File: config.mk
export PLATFORM = sky130hd
export DESIGN_NAME = idll_free_stack
export DESIGN_NICKNAME = d
export VERILOG_FILES = /design/src/hdl/idll_pkg.sv /design/src/hdl/idll_free_stack.sv
export SDC_FILE = /design/constraint.sdc
export NUM_CORES = 2
export LEC_CHECK = 0
export BUFFER_PORTS_ARGS = -buffer_cell sky130_fd_sc_hd__buf_2
export CAP_MARGIN = 10
export CORE_ASPECT_RATIO = 0.7
export CORE_MARGIN = 5
export CORE_UTILIZATION = 33
export DETAILED_ROUTE_END_ITERATION = 10
export PLACE_DENSITY = 0.45
export RECOVER_POWER = 50
export SETUP_SLACK_MARGIN = 0.2
export SLEW_MARGIN = 10
export SYNTH_ARGS = -nofsm -noshare
export SYNTH_HDL_FRONTEND = slang
export SYNTH_SLANG_ARGS = --single-unit
File: constraint.sdc
create_clock -name clk -period 7.65 [get_ports clk]
set_clock_uncertainty 0.05 [all_clocks]
set_input_delay 0.765 -clock clk [delete_from_list [all_inputs] [get_ports clk]]
set_output_delay 0.765 -clock clk [all_outputs]
set_load 0.01 [all_outputs]
File: src/hdl/idll_pkg.sv
package idll_pkg;

	localparam int POOL_SLOTS_DEF = 256;

	localparam int KIND_W   = 3;
	localparam int VALUE_W  = 32;
	localparam int POS_W    = 9;
	localparam int STATUS_W = 2;
	localparam int FIDX_W   = 8;
	localparam int COUNT_W  = 9;

	typedef logic [KIND_W-1:0]          kind_t;
	typedef logic signed [VALUE_W-1:0]  value_t;
	typedef logic [POS_W-1:0]           pos_t;
	typedef logic [STATUS_W-1:0]        status_t;
	typedef logic [FIDX_W-1:0]          fidx_t;
	typedef logic [COUNT_W-1:0]         count_t;

	localparam kind_t KIND_INSERT = 3'd0;
	localparam kind_t KIND_DELETE = 3'd1;
	localparam kind_t KIND_READ   = 3'd2;
	localparam kind_t KIND_FIND   = 3'd3;
	localparam kind_t KIND_CLEAR  = 3'd4;

	localparam status_t STATUS_OK        = 2'd0;
	localparam status_t STATUS_RANGE     = 2'd1;
	localparam status_t STATUS_FULL      = 2'd2;
	localparam status_t STATUS_NOT_FOUND = 2'd3;

	typedef enum logic [2:0] {
		ST_IDLE,
		ST_DECIDE,
		ST_POP,
		ST_WALK,
		ST_FIND,
		ST_LINK_PREV,
		ST_LINK_NEXT,
		ST_DONE
	} state_t;

	// node memory command: one read or a per-field write per cycle
	typedef struct packed {
		logic re;
		logic we_value;
		logic we_next;
		logic we_prev;
	} node_cmd_t;

	typedef struct packed {
		logic pop;
		logic push;
		logic clear;
	} free_cmd_t;

endpackage

File: src/hdl/idll_free_stack.sv
module idll_free_stack #(
	parameter int POOL_SLOTS = idll_pkg::POOL_SLOTS_DEF,
	localparam int SW = $clog2(POOL_SLOTS),
	localparam int CW = $clog2(POOL_SLOTS + 1)
) (
	input  logic                clk,
	input  logic                arst_n,
	input  idll_pkg::free_cmd_t cmd,
	input  logic [SW-1:0]       push_slot,
	output logic [SW-1:0]       pop_slot,
	output logic [CW-1:0]       top
);
	import idll_pkg::*;

	// Entries below the low-water mark were never written since the last
	// clear and read back as their own index; no clearing pass needed.
	logic [SW-1:0] stack_mem [POOL_SLOTS];
	logic [CW-1:0] top_q;
	logic [CW-1:0] low_q;
	logic [CW-1:0] top_m1;
	logic          push_ok;
	logic          hit_s1;
	logic [SW-1:0] idx_s1;
	logic [SW-1:0] rdata_s1;

	assign top_m1  = top_q - CW'(1);
	assign push_ok = cmd.push && (top_q < CW'(POOL_SLOTS));
	assign top     = top_q;
	assign pop_slot = hit_s1 ? idx_s1 : rdata_s1;

	always_ff @(posedge clk or negedge arst_n) begin
		if (!arst_n) begin
			top_q <= CW'(POOL_SLOTS);
			low_q <= CW'(POOL_SLOTS);
		end else if (cmd.clear) begin
			top_q <= CW'(POOL_SLOTS);
			low_q <= CW'(POOL_SLOTS);
		end else if (cmd.pop) begin
			top_q <= top_m1;
			if (top_q == low_q) begin
				low_q <= top_m1;
			end
		end else if (push_ok) begin
			top_q <= top_q + CW'(1);
		end
	end

	always_ff @(posedge clk) begin
		if (push_ok) begin
			stack_mem[top_q[SW-1:0]] <= push_slot;
		end
		if (cmd.pop) begin
			rdata_s1 <= stack_mem[top_m1[SW-1:0]];
			hit_s1   <= (top_q == low_q);
			idx_s1   <= top_m1[SW-1:0];
		end
	end

endmodule

# Word-level counts from Yosys, hierarchy flattened
# Memories as Yosys holds them, arrays and structs flattened. A register that Yosys moved wholly into a read port is not among the register bits.
# Index checks and enable logic that the tools add are counted.
[totals]
ff_bits = 27
latch_bits = 0
ram_bits = 2048
mem_bits_ro = 0
output_inout_bits = 17
wordCells = 23
mem_count = 1
[memory_table]
columns = ["memory", "words", "word_bits", "rd", "rd_ports_with_merged_regs", "wr", "line_no", "rtl"]
rows = [
  ["stack_mem", 256, 8, 1, 1, 1, "idll_free_stack.sv:17", "logic [SW-1:0] stack_mem [POOL_SLOTS];"],
]
[op_classes]
n_addsub = 2
n_mul = 0
div = 0
order_cmp = 1
n_eq_ne = 1
shift = 0
mux = 9
bitwise = 0
reduce_logical = 5
[op_table]
columns = ["operator", "n"]
rows = [
  ["$mux 9", 6],
  ["$add 9x1->9 const B", 1],
  ["$eq 9x9->1", 1],
  ["$lt 9x9->1 const B", 1],
  ["$sub 9x1->9 const B", 1],
  ["$mux 8", 1],
  ["$reduce_bool 2->1", 2],
  ["$reduce_bool 3->1", 1],
  ["$mux 1", 2],
  ["$reduce_and 2->1", 1],
  ["$logic_and 1x1->1", 1],
]

# Depth between registers and ports, before layout
[depth]
depth_word = 5
ltp_mapped = 15
depth_no_buf = 9

# Worst setup path before layout
# No wires, ideal clock.
[synth_path]
path_kind = "register -> register"
from = "register top_q[0] (netlist: top[0])"
to = "register rdata_s1[0] (read register of stack_mem), data pin"
setup_ps = 272
arrival_ps = 4107
required_time_ps = 7328
setup_slack_ps = 3221
path_stages_with_launch = 15
synth_period_minus_slack_ps = 4429
path_cell_list = "dfrtp_1 > clkbuf_1 > clkbuf_1 > buf_2 > buf_2 > inv_1 > ha_1 > clkbuf_1 > clkbuf_1 > clkbuf_1 > mux4_2 > mux2_2 > o211ai_1 > a41oi_1 > or4_1"
[synth_via]
elab_chain_len = 1
[synth_rtl]
columns = ["item", "line_no", "rtl"]
rows = [
  ["start, declared", "idll_free_stack.sv:18", "logic [CW-1:0] top_q;"],
  ["start signal, assigned", "idll_free_stack.sv:33", "top_q <= CW'(POOL_SLOTS);"],
  ["start signal, assigned", "idll_free_stack.sv:36", "top_q <= CW'(POOL_SLOTS);"],
  ["start signal, assigned", "idll_free_stack.sv:39", "top_q <= top_m1;"],
  ["$sub 9x1->9", "idll_free_stack.sv:26", "assign top_m1 = top_q - CW'(1);"],
  ["via top_m1[0]", "idll_free_stack.sv:20", "logic [CW-1:0] top_m1;"],
  ["end, declared", "idll_free_stack.sv:24", "logic [SW-1:0] rdata_s1;"],
]
# The timed path passes the listed nets, and every way through them passes these cells.
# A chain may end at the register's enable or synchronous reset.

# Worst setup path in the final report
[layout_path]
from = "input push_slot[4]"
to = "memory stack_mem[162][4] in the netlist's numbering, data pin"
[layout_lines]
columns = ["item", "line_no", "rtl"]
rows = [
  ["start, declared", "idll_free_stack.sv:9", "input logic [SW-1:0] push_slot,"],
  ["end, declared", "idll_free_stack.sv:17", ""],
]
# Straight into the memory's write port.

==> summary.md <==
| Metric | Value |
|---|---|
| Final setup vio count | `0` |
| Cell depth of the worst setup path | `1` |
| Global-route wire length before repair | `~330000 microns` |
| DRC violations left | `0` |
| Die area | `approximately 260000 sq um` |
| Switch share | `0.2857` |
| Unrepaired setup endpoints after global routing | `false` |
| Min-Delay Startpoint | `cmd[0]` |
| H-tree levels | `4` |
| Yosys cell types | `43` |
| Core area | `roughly 250000 sq um` |
| Post-synth EDFFs | `roughly 2100` |
| Die Y | `approximately 430 microns` |
| Synth warn | `0` |
| Setup TNS | `0 ns` |
| DR vias/cell | `around 5.4` |
| Post-CTS setup buffer count | `0` |
| Multi-input gate area | `18420 sq um` |
| Post-Synthesis Cells | `3987` |
| Share of the synthesized area in the top cell type | `0.7571` |
| Largest net degree at the start of global routing | `201` |
| Final hold violations | `0` |
| Share of async-settable or async-resettable flops after synthesis | `0.008641` |
| Routability cong. | `approximately 0.77` |
| Final antenna-violating net count | `0` |
| Period utilisation layout | `0.7871` |
| Number of CTS-inserted buffers | `209` |
| Reg-to-reg critical path startpoint | `top[0]` |
| Top_reg_cell synth | `edfxtp_1` |
| Sequential fraction of design power | `0.459` |
| Post-Syn Nets | `4005` |
| Share of cells above drive strength 1 | `0.2494` |
| Worst skew pair latency | `between 0.8 and 0.9 ns` |
| PD cells | `approximately 300 nW/um^2` |
| Die width | `between 600 and 700 microns` |
| Largest stage delay on the critical path | `between 4 and 5 ns` |
| Crit-path leading delay family | `buffers and inverters` |
| Clk pin slew, worst setup/hold paths | `around 0.070 ns` |
| Initial Util | `0.3306` |
| Worst slew margin | `-3.560` |
| Area leader, netlist | `edfxtp_1` |
| WS Path Type | `primary input to flop` |
| Crit Path Max Fanout | `approximately 130` |
| Status | `finished with violations` |
| Hold-critical path depth | `2` |
| Grt ovf | `0` |
| Critical path origin | `push_slot[4]` |
| # clock sinks | `approximately 2100` |
| Path category of the worst min-delay check | `primary input to flop` |
| Layout area overhead | `12.67%` |
| Worst Tran Pin Value | `roughly 6.8 ns` |
| P_leak | `27.29 nW` |
| Post-route minimum period | `roughly 6 ns` |
| FF-to-FF path depth | `9` |
| Post-route cell area | `slightly above 90000 sq um` |
| Sequential Area | `around 62000 sq um` |
| Mean Syn Cell Area | `roughly 21 sq um` |
| Placement row count | `153` |
| Worst Path Required | `roughly 7.2 ns` |
| Detailed Route Iter0 Violations | `around 4000` |
| Worst path arrival time | `between 5 and 6 ns` |
| Maximum vdd drop | `~190 uV` |
| Maximum clock rate | `166.1 MHz` |
| Switch Pwr | `approximately 0.0079 W` |
| Maxcap violations | `9` |
| CP Cell Sequence | `clkbuf_1` |
| Final WL | `roughly 230000 microns` |
| Internal power | `a little under 0.02 W` |
| Final core occ | `0.3725` |
| Sequential-to-total area share from yosys stat | `0.7627` |
| CTS tree | `built` |
| Nets | `4029` |
| Crit. End Element | `flop` |
| Setup crit start kind | `primary input` |
| Fillers | `22600` |
| Cell Area, Synth | `between 80000 and 90000 sq um` |
| Top-level I/O count | `30` |
| Synth top cells by count | `edfxtp_1 (2065), mux4_2 (512), nand3_1 (279), nor2_1 (279), clkbuf_1 (198)` |
| Max-slew violations | `about 840` |
| Logic pwr share | `0.186` |
| CTS max path bufs | `4` |
| WL/cell | `31.24 microns` |
| IO Port Bufs | `29` |
| Initial antenna violation count | `15` |
| Number of global-route vias before repair | `40150` |
| Slowest CP cell | `clkbuf_1` |
| GRT Overall Usage | `0.1786` |
| Detail Placement HPWL | `136500 microns` |
| Ranking of synthesized cells by area | `edfxtp_1 (76%), mux4_2 (14%), mux2_2 (1.9%)` |
| Vias | `slightly above 40000` |
| Count leader, synth | `edfxtp_1` |
| Area after DPL | `86040 sq um` |
| #FFs+latches synth | `2083` |
| Clock Tree Root | `clkbuf_16` |
| Router iterations before antenna repair | `6` |
| Number of buffer and inverter stages on the critical path | `1` |
| Clock share of power | `0.355` |
| Failing checks | `max-capacitance violations, max-slew violations` |
-- what timing repair did --
item | CTS | global route
hold endpoints to repair | 16 | 0
hold buffers | 1 | 0
resized for setup | 0 | 0
-- routing by layer --
| layer | wire, microns | part of all wire | vias up | track usage |
|---|---|---|---|---|
| met4 | 5060 | 0.022 | 0 | 0.03822 |
| li1 | - | - | 16620 | - |
| met3 | 18670 | 0.080 | 268 | 0.05096 |
| met5 | 0 | 0 | - | 0 |
| met1 | 112200 | 0.48 | 22030 | 0.2754 |
| met2 | 98560 | 0.42 | 1286 | 0.2493 |
-- sequential cells by signal (all words and copies together) (netlist names) --
register / count
stack_mem: 2048
idx_s1: 8
rdata_s1: 8
hit_s1: 1
low_q: 9
top: 9
-- final timing paths --
path | endpoint | slack [ns]
setup / recovery | stack_mem[162][4] | 1.63
hold / removal | top[5] | 0.29
hold reg to reg | low_q[6] | 0.51
max in group asynchronous | low_q[3] | 6.09
setup reg to reg | rdata_s1[7] | 1.63
min in group asynchronous | top[3] | 0.71
-- through the flow --
stage / worst slack [ns] / std cells / hold WS (ns) / power, W
after floorplan: 3.221 / 3987 / 0.4194 / 0.01576
after global placement: 2.289 / 7131 / 0.4781 / 0.01811
after detailed placement: 2.260 / 7131 / 0.4930 / 0.01809
after CTS: 2.248 / 7502 / 0.2259 / 0.02796
after global routing: 1.187 / 7503 / 0.2570 / 0.02871
final: 1.629 / 7505 / 0.2864 / 0.02771
-- area by class of cell --
class / count / share of cell area
clock inverters: 112 / 0.009288
repair buffers: 95 / 0.009532
diodes: 3 / 0.00008136
well taps: 3332 / 0.04518
clock buffers: 258 / 0.05913
inverters: 5 / 0.0002034
multi-input cells: 1617 / 0.1997
flip-flops and latches: 2083 / 0.6769
-- logic make-up (layout without fill, tap and decap cells) --
kind of cell / after synthesis / after routing / synth area share
XOR/XNOR: 20 / 20 / 0.002139
other: 0 / 3 / 0
multiplexers: 656 / 656 / 0.1605
adder cells (fa/ha/maj): 5 / 5 / 0.0007638
buffers and inverters: 287 / 470 / 0.01445
AND/OR/NAND/NOR: 630 / 630 / 0.03453
flip-flops: 2083 / 2083 / 0.7627
AO/OA/AOI/OAI: 306 / 306 / 0.02499
-- layout by cell type (no fill, tap or decap), types with 15 or more instances in the layout --
cell type / instances
edfxtp_1: 2065
nand3_1: 264
clkbuf_16: 211
buf_2: 18
mux4_2: 512
a41oi_1: 32
clkbuf_1: 58
buf_4: 45
o211ai_1: 118
dfrtp_1: 16
clkinv_2: 33
buf_12: 20
nor2_1: 279
nand3_2: 15
mux2_2: 136
clkinv_1: 55
o21ai_0: 132
nand2_1: 36
-- power by group through the flow --
stage	registers, W	logic [W]	clock network, W
after global placement	0.0129	0.00517	0
after global routing	0.0127	0.00542	0.0106
after detailed placement	0.0129	0.00516	0
after CTS	0.0127	0.00517	0.0101
after floorplan	0.0129	0.00287	0
final	0.0127	0.00515	0.00985
Power figures use the tool's default switching activity.
